===== src/rtl/ffba_pkg.sv =====
// package for the first-fit block allocator
// entry type, cell operation codes, status codes and controller states; no dependencies
`default_nettype none
package ffba_pkg;

  localparam int unsigned ADDR_W = 16;
  localparam int unsigned SIZE_W = 17;

  typedef struct packed {
    logic              valid;
    logic              free;
    logic [ADDR_W-1:0] start;
    logic [SIZE_W-1:0] size;
  } entry_t;

  typedef enum logic [2:0] {
    CELL_HOLD,
    CELL_SET_USED,
    CELL_MARK_FREE,
    CELL_LOAD,
    CELL_FROM_LEFT,
    CELL_FROM_RIGHT,
    CELL_MERGE
  } cell_op_e;

  typedef enum logic [1:0] {
    ST_OK       = 2'd0,
    ST_NOSPACE  = 2'd1,
    ST_NULLFREE = 2'd2,
    ST_UNKNOWN  = 2'd3
  } status_e;

  typedef enum logic [2:0] {
    S_IDLE,
    S_SEARCH,
    S_APPLY,
    S_MERGE,
    S_RESULT
  } state_e;

  typedef struct packed {
    logic alloc_hit;
    logic free_hit;
    logic pair_hit;
  } cell_flags_t;

endpackage
`default_nettype wire


===== src/rtl/ffba_cell.sv =====
// one table entry of the allocator chain with its compare logic
// depends on ffba_pkg
`default_nettype none
module ffba_cell #(
  parameter int unsigned HEADER_BYTES = 16,
  parameter bit          RST_VALID    = 1'b0,
  parameter int unsigned RST_SIZE     = 0
) (
  input  wire                                clk_i,
  input  wire                                rst_ni,
  input  ffba_pkg::cell_op_e                 op_i,
  input  ffba_pkg::entry_t                   load_i,
  input  ffba_pkg::entry_t                   left_i,
  input  ffba_pkg::entry_t                   right_i,
  input  wire  [ffba_pkg::SIZE_W-1:0]        req_size_i,
  input  wire  [ffba_pkg::ADDR_W-1:0]        req_addr_i,
  output ffba_pkg::entry_t                   entry_o,
  output ffba_pkg::cell_flags_t              flags_o
);

  ffba_pkg::entry_t entry_q, entry_d;
  logic [ffba_pkg::SIZE_W-1:0] merged_size;
  logic [ffba_pkg::SIZE_W-1:0] payload_pos;

  assign merged_size = entry_q.size + right_i.size + ffba_pkg::SIZE_W'(HEADER_BYTES);
  assign payload_pos = {1'b0, entry_q.start} + ffba_pkg::SIZE_W'(HEADER_BYTES);

  always_comb begin
    entry_d = entry_q;
    case (op_i)
      ffba_pkg::CELL_HOLD:       entry_d = entry_q;
      ffba_pkg::CELL_SET_USED: begin
        entry_d.free = 1'b0;
        entry_d.size = req_size_i;
      end
      ffba_pkg::CELL_MARK_FREE:  entry_d.free = 1'b1;
      ffba_pkg::CELL_LOAD:       entry_d = load_i;
      ffba_pkg::CELL_FROM_LEFT:  entry_d = left_i;
      ffba_pkg::CELL_FROM_RIGHT: entry_d = right_i;
      ffba_pkg::CELL_MERGE:      entry_d.size = merged_size;
      default:                   entry_d = entry_q;
    endcase
  end

  always_ff @(posedge clk_i or negedge rst_ni) begin
    if (!rst_ni) begin
      entry_q.valid <= RST_VALID;
      entry_q.free  <= RST_VALID;
      entry_q.start <= '0;
      entry_q.size  <= ffba_pkg::SIZE_W'(RST_SIZE);
    end else begin
      entry_q <= entry_d;
    end
  end

  assign entry_o           = entry_q;
  assign flags_o.alloc_hit = entry_q.valid && entry_q.free && (entry_q.size >= req_size_i);
  assign flags_o.free_hit  = entry_q.valid && !entry_q.free &&
                             (payload_pos == {1'b0, req_addr_i});
  assign flags_o.pair_hit  = entry_q.valid && entry_q.free && right_i.valid && right_i.free;

endmodule
`default_nettype wire


===== config.mk =====
export PLATFORM = sky130hd
export DESIGN_NAME = ffba_cell
export DESIGN_NICKNAME = d
export VERILOG_FILES = /design/src/rtl/ffba_pkg.sv /design/src/rtl/ffba_cell.sv
export SDC_FILE = /design/constraint.sdc
export NUM_CORES = 1
export LEC_CHECK = 0
export BUFFER_PORTS_ARGS = -buffer_cell sky130_fd_sc_hd__clkbuf_2
export CORE_MARGIN = 2
export CORE_UTILIZATION = 30
export CTS_BUF_LIST = sky130_fd_sc_hd__clkbuf_8
export DETAILED_ROUTE_END_ITERATION = 8
export SLEW_MARGIN = 25
export SYNTH_ARGS = -nofsm -noshare
export SYNTH_HDL_FRONTEND = slang
export SYNTH_SLANG_ARGS = --single-unit

===== constraint.sdc =====
create_clock -name clk_i -period 4.95 [get_ports clk_i]
set_input_delay 1.2375 -clock clk_i [delete_from_list [all_inputs] [get_ports clk_i]]
set_output_delay 1.2375 -clock clk_i [all_outputs]
set_load 0.01 [all_outputs]

==> summary.txt, run 1 <==
Yosys
  • Main flop type after synthesis: dfrtp_1
  • Post-synth top cells: 50 x ha_1, 43 x a21oi_1, 38 x nor2_1, 35 x dfrtp_1, 31 x o21ai_0
  • Mean Syn Cell Area: 8.53 um^2
  • Post-synth top area share: 20.1%
  • Count leader, synth: ha_1
  • Asr flop ratio synth: 100%
  • Mapped Cells: 510
  • Warnings, synthesis: 0
  • Register bit total from synthesis: 35
  • Yosys cell types: 74
  • Synth Net Count: 704
  • Register area share after synthesis: 20.1%
  • EDFF count, synth: 0
  • Area contributors post-synth: dfrtp_1 20%, ha_1 14%, a21oi_1 4.9%
  • Biggest area consumer among synthesized cells: dfrtp_1
  • Cell Area, Synth: 0.00435 mm^2

Clocking
  • TritonCTS clock tree: built
  • Post-CTS Resized: 0
  • Clock buffer depth: 2
  • H-tree levels: 2
  • Post-CTS repair timing setup buffer count: 0
  • Hold buffers post-CTS: 0
  • Clock latency on the worst-skew pair: 0.32 ns
  • Reg clk slew, reported paths: 0.07 ns
  • CTS sink cnt: 35
  • TritonCTS buffer count: 5
  • CTS root buffer: clkbuf_8

Timing
  • Clock Skew: 0.0143 ns
  • Post-layout worst setup margin: 0.874 ns
  • Final min period: 4.08 ns
  • Period utilization: 82.3%
  • Final hold violations: 0
  • Final Max Slew Viols: 0
  • Fmax: 0.245 GHz
  • Pin slew with the least headroom to its limit: 0.892 ns
  • RSZ-0062 raised after global routing: false
  • Final setup viols: 0
  • Setup TNS: 0 ns
  • Slew margin rel.: 40.6%
  • Worst hold margin: 0.624 ns

Global route
  • Largest net degree at the start of global routing: 36
  • GR Util All Layers: 19.1%
  • Global route total overflow: 0
  • Vias in the first global route: 4450
  • First-pass GRT wire length: 23700 um
  • Antenna violations before repair: 0

Run
  • Max-cap violation count: 0

Floorplan
  • Die Ht: 124 um
  • Starting Density: 30.3%
  • Die area: 0.0155 mm^2
  • Num ports: 181
  • Cell row count: 44
  • Core area: 0.0144 mm^2
  • Die width: 124 um

Detailed routing
  • ANT nets after route: 0
  • Vias: 4670
  • Via density: 5.44
  • Post-Route WL: 14900 um
  • DRT iter0 DRCs: 265
  • Remaining DRCs: 0
  • Initial DRT Pass Iterations: 5
  • Drt wl/cell: 17.4 um

Power and ir drop
  • Leak: 2.58 nW
  • VDD IR max: 87.7 uV
  • Seq pwr share: 28.9%
  • Power share of the clock group: 17.6%
  • Power share of the combinational group: 53.5%
  • Sw Ratio: 42.8%
  • Int Pwr: 796 uW
  • Sw power: 596 uW
  • Pwr/cell area: 255 mW/mm^2

Finish
  • Filler cell count: 1503
  • Post-route cell area: 0.00546 mm^2
  • Layout cells sized above 1: 33.9%
  • Max reg flops: 35
  • Total Nets Final: 868
  • Utilization after layout: 38.0%
  • P&R area growth vs syn: 25.5%
  • Diodes inserted: 0

Place
  • Cell area after placement: 0.00536 mm^2
  • Place WS: 0.851 ns
  • Port Buffers: 180
  • Post-DP HPWL: 11500 um
  • Gpl congestion: 0.834

Min path
  • Hold path start: entry_o[0]$_DFFE_PN0P_
  • Hold endpoint: entry_o[0]$_DFFE_PN0P_
  • Worst hold path depth: 2
  • Worst min-delay path class: reg -> reg

Worst setup path
  • Crit path max fanout: 2
  • Critical Path, Cell by Cell: clkbuf_2, inv_1, ha_1, a21o_1, a2111oi_0, o21ai_0, o311ai_0, a21oi_1, clkbuf_2
  • CP Data Arrival Time: 2.84 ns
  • CP dominant cell by count: clkbuf_2
  • Reg2reg start: entry_o[1]$_DFFE_PN0P_
  • Worst endpoint required time: 3.71 ns
  • Worst setup SP type: input port
  • Crit path capture type: output pin
  • Crit path kind: in -> out
  • R2r setup slk: 2.07 ns
  • Critical Path Max Stage Delay: 0.35 ns
  • Worst flop-to-flop path endpoint: entry_o[13]$_DFFE_PN0P_
  • Worst Reg-to-Reg Cells: 9
  • Slowest CP cell: a2111oi_0

Status
  • Status: complete, no violations
## kinds of logic after synthesis
logic type      count (synthesis)  synth area share [%]
mux                            17                  5.72
flops                          35                  20.1
xor+xnor                       32                  6.44
buf+inv                        54                  6.07
fa+ha+maj                      51                  14.8
simple gates                  130                  16.3
compound gates                191                  30.5
## power groups by stage
stage	sequential [mW]	combinational [mW]	clock, mW
2_1_floorplan	0.407	0.494	0
3_3_place_gp	0.407	0.735	0
3_5_place_dp	0.408	0.737	0
4_1_cts	0.402	0.745	0.255
5_1_grt	0.414	0.828	0.264
6_report	0.403	0.744	0.245
## final cells by class
type | count | area (um^2) | share of cell area (%)
multi-input combinational | 421 | 3210 | 58.8
timing repair buffer | 186 | 946 | 17.3
sequential | 35 | 876 | 16.0
tap | 184 | 230 | 4.22
clock buffer | 7 | 96.3 | 1.77
inverter | 25 | 93.8 | 1.72
clock inverter | 1 | 3.75 | 0.0688
## cell usage in the layout (no fill, tap or decap), drive strengths merged, types with 3 or more instances in the layout
cell,n
a31oi,3
a21o,5
o21a,3
a211oi,21
o22ai,10
clkbuf,186
o21ai,39
nand3,9
xor2,14
mux4,6
nand2b,3
ha,50
inv,26
and3,3
nor3,3
buf,7
nor4,4
mux2,3
mux2i,8
nand2,25
nand4,6
nor2b,21
a21oi,45
a22oi,23
nor2,42
xnor2,18
o211ai,6
a221oi,9
a22o,3
o221ai,3
o2111ai,4
dfrtp,35
## stage by stage
stage | instances | power [mW]
detailed placement | 851 | 1.15
global route | 859 | 1.51
finish | 859 | 1.39
floorplan | 510 | 0.902
global placement | 851 | 1.14
CTS | 859 | 1.40
## critical path: cells and delay by family
family / cells / cell delay, ns
fa+ha+maj: 1 / 0.29
buf+inv: 3 / 0.29
compound gates: 5 / 1.01
## worst max path at each step
stage                        from          to  slack [ns]  depth (start not counted)
floorplan           req_size_i[5]  flags_o[2]        1.30                          7
global placement    req_size_i[5]  flags_o[2]        0.84                          9
detailed placement  req_size_i[5]  flags_o[2]        0.85                          9
CTS                 req_size_i[5]  flags_o[2]        0.85                          9
global route        req_size_i[5]  flags_o[2]        0.78                          9
finish              req_size_i[5]  flags_o[2]        0.87                          9
## layer usage
metal / vias up / track usage (%) / part of all wire (%)
met2: 226 / 32.3 / 47
li1: 2269 / - / -
met1: 2162 / 24.9 / 45
met4: 0 / 4.10 / 0.85
met5: - / 0 / 0
met3: 13 / 4.21 / 7.7
Note: power is estimated with default switching activity, not from simulation.
==> inputs of run 2 (changes only) <==
--- a/config.mk
+++ b/config.mk
@@ -5,6 +5,7 @@
 export SDC_FILE = /design/constraint.sdc
 export NUM_CORES = 1
 export LEC_CHECK = 0
+export ABC_AREA = 1
 export BUFFER_PORTS_ARGS = -buffer_cell sky130_fd_sc_hd__clkbuf_2
 export CORE_MARGIN = 2
 export CORE_UTILIZATION = 30
==> constraint.sdc (replaced) <==
create_clock -name clk_i -period 3.8 [get_ports clk_i]
set_input_delay 0.95 -clock clk_i [delete_from_list [all_inputs] [get_ports clk_i]]
set_output_delay 0.95 -clock clk_i [all_outputs]
set_load 0.01 [all_outputs]
==> run 2 against run 1 <==
  * Via count up 5.2%
  * Critical endpoint unchanged
  * Critical path type unchanged
  * First-iteration DRC count shrank 6.0%
  * Largest cell class unchanged
  * Synthesized cell count rose by 34%
  * Final area grew 0.48%
==> summary.txt, run 2 <==
Clocking
  • TritonCTS buffer count: 5
  • CTS root buffer: clkbuf_8
  • Clock latency on the worst-skew pair: 0.29 ns
  • H-tree levels: 2
  • Post-CTS Resized: 0
  • TritonCTS clock tree: built
  • Reg clk slew, reported paths: 0.08 ns
  • Clock buffer depth: 2
  • Post-CTS repair timing setup buffer count: 0
  • Hold buffers post-CTS: 0
  • CTS sink cnt: 35

Timing
  • Final Max Slew Viols: 0
  • Setup TNS: 0 ns
  • Clock Skew: 0.00122 ns
  • RSZ-0062 raised after global routing: false
  • Worst hold margin: 0.528 ns
  • Pin slew with the least headroom to its limit: 0.864 ns
  • Period utilization: 83.9%
  • Final setup viols: 0
  • Slew margin rel.: 42.4%
  • Final min period: 3.19 ns
  • Fmax: 0.314 GHz
  • Final hold violations: 0

Finish
  • Most frequent cells in the layout: 234 x nand2_1, 179 x clkbuf_2, 89 x inv_1
  • Diodes inserted: 0
  • P&R area growth vs syn: 26.0%
  • Layout cells sized above 1: 24.6%
  • Area occupied by registers: 876 um^2
  • Multi-input gate area: 0.00300 mm^2
  • Commonest non-fill, non-tap cell in the layout: nand2_1
  • Total Nets Final: 1048
  • Filler cell count: 1581
  • Max reg flops: 35
  • Post-route cell area: 0.00548 mm^2

Detailed routing
  • Metal-1 WL: 6740 um
  • Met2 routed wirelength: 6940 um
  • Wire length on met3: 894 um
  • Max layer used: met4
  • ANT nets after route: 0
  • Remaining DRCs: 0
  • Drt wl/cell: 14.3 um
  • Via density: 4.73
  • Vias: 4911
  • Initial DRT Pass Iterations: 6
  • Post-Route WL: 14900 um
  • DRT iter0 DRCs: 249

Global route
  • First-pass GRT wire length: 24200 um
  • Vias in the first global route: 4823
  • Largest net degree at the start of global routing: 36
  • Antenna violations before repair: 0
  • Global route total overflow: 0
  • GR Util All Layers: 19.3%

Yosys
  • Register bit total from synthesis: 35
  • Mean Syn Cell Area: 6.37 um^2
  • EDFF count, synth: 0
  • Register area share after synthesis: 20.1%
  • Main flop type after synthesis: dfrtp_1
  • Cell Area, Synth: 0.00435 mm^2
  • Post-synth top area share: 20.2%
  • Warnings, synthesis: 0
  • Mapped Cells: 683
  • Yosys cell types: 40
  • Post-synth top cells: 234 x nand2_1, 89 x inv_1, 50 x ha_1, 47 x a21oi_1, 35 x dfrtp_1
  • Biggest area consumer among synthesized cells: nand2_1
  • Area contributors post-synth: nand2_1 20%, dfrtp_1 20%, ha_1 14%
  • Synth Net Count: 877
  • Count leader, synth: nand2_1
  • Asr flop ratio synth: 100%

Worst setup path
  • CP Data Arrival Time: 2.24 ns
  • Critical path's top delay family: simple AND/OR/NAND/NOR gates
  • Worst path bufs/invs: 4
  • Slowest CP cell: ha_1
  • Worst endpoint required time: 2.85 ns
  • Critical Path Max Stage Delay: 0.33 ns
  • CP Depth: 10
  • Crit path capture type: output pin
  • Crit path kind: in -> out
  • Crit path max fanout: 4
  • Worst Reg-to-Reg Cells: 13
  • Worst setup SP type: input port
  • Critical Path, Cell by Cell: clkbuf_2, inv_1, ha_1, nand4_1, nor3_1, nand3b_1, nand4_1, nand2_1, inv_1, clkbuf_2

Place
  • Post-DP HPWL: 12100 um
  • Cell area after placement: 0.00540 mm^2
  • Port Buffers: 180
  • Gpl congestion: 0.833

Run
  • Max-cap violation count: 0

Power and ir drop
  • VDD IR max: 128 uV
  • Int Pwr: 944 uW
  • Sw power: 805 uW
  • Pwr/cell area: 319 mW/mm^2
  • Power share of the combinational group: 54.9%
  • Power share of the clock group: 15.5%
  • Seq pwr share: 29.6%
  • Sw Ratio: 46.0%
  • Leak: 3.14 nW

Floorplan
  • Core area: 0.0144 mm^2
  • Die Ht: 124 um
  • Num ports: 181
  • Starting Density: 30.3%
  • Die area: 0.0155 mm^2
  • Die width: 124 um
  • Cell row count: 44

Status
  • Status: complete, no violations

Min path
  • Worst min-delay path class: reg -> reg
  • Worst hold path depth: 2
[run 2: cell count changes in the layout (fill, tap and decap cells not counted), moves of 8 or more]
cell / previous run / this run
xnor2_1: 18 / 7
a211oi_1: 19 / 6
o22ai_1: 10 / 2
a221oi_1: 8 / 17
mux2i_1: 8 / 0
a22oi_1: 21 / 0
inv_1: 25 / 89
o21ai_1: 7 / 21
nand2_1: 24 / 234
nor2b_1: 21 / 0
nor2_1: 38 / 29
nand3_1: 8 / 32
[run 2: final cells by class]
cell class                      instances  share of cell area, %
Multi-Input combinational cell        532                   54.7
Timing Repair Buffer                  184                   17.0
Sequential cell                        35                   16.0
Inverter                               96                   6.62
Tap cell                              184                   4.20
Clock buffer                            5                   1.25
Clock inverter                          3                  0.274
[run 2: power groups by stage]
| stage | clock, mW | combinational, mW | sequential [mW] |
|---|---|---|---|
| final | 0.271 | 0.960 | 0.518 |
| after global routing | 0.301 | 1.10 | 0.529 |
| after CTS | 0.284 | 0.968 | 0.518 |
| after detailed placement | 0 | 0.959 | 0.525 |
| after global placement | 0 | 0.955 | 0.526 |
| after floorplan | 0 | 0.630 | 0.524 |
[run 2: worst paths after layout]
check                                           to               startpoint  slack, ns
setup / recovery                        flags_o[2]           req_size_i[16]       0.61
hold / removal             entry_o[18]$_DFFE_PN0P_  entry_o[18]$_DFFE_PN0P_       0.53
setup reg to reg           entry_o[15]$_DFFE_PN0P_   entry_o[1]$_DFFE_PN0P_       1.38
hold reg to reg            entry_o[18]$_DFFE_PN0P_  entry_o[18]$_DFFE_PN0P_       0.53
max in group asynchronous  entry_o[28]$_DFFE_PN0P_                   rst_ni       2.49
min in group asynchronous  entry_o[16]$_DFFE_PN0P_                   rst_ni       0.77
[run 2: logic make-up (layout without fill, tap and decap cells)]
group	count (synthesis)	after routing	share of synthesized area, %
AO/OA/AOI/OAI	128	128	17.3
XOR/XNOR	16	16	3.22
adder cells (fa/ha/maj)	51	51	14.8
buffers and inverters	116	288	11.0
flip-flops	35	35	20.1
AND/OR/NAND/NOR	337	337	33.5
[run 2: through the flow]
stage / setup WS, ns / utilization [%] / cells / total power, mW
after CTS: 0.587 / 38.2 / 1039 / 1.77
after global routing: 0.409 / 38.2 / 1039 / 1.93
after detailed placement: 0.591 / 37.6 / 1031 / 1.48
after global placement: 0.582 / 37.6 / 1031 / 1.48
final: 0.612 / 38.2 / 1039 / 1.75
after floorplan: 0.959 / - / 683 / 1.15
[run 2: per-layer routing]
metal  vias to the layer above  track usage (%)
met2                       165             33.6
met1                      2118             24.1
met5                         -                0
met4                         0             5.02
li1                       2607                -
met3                        21             4.17
[run 2: worst min-delay path, stage by stage, from the launching register on]
cell     delay (ns)
dfrtp_1        0.38
nand2_1        0.06
o21ai_1        0.06
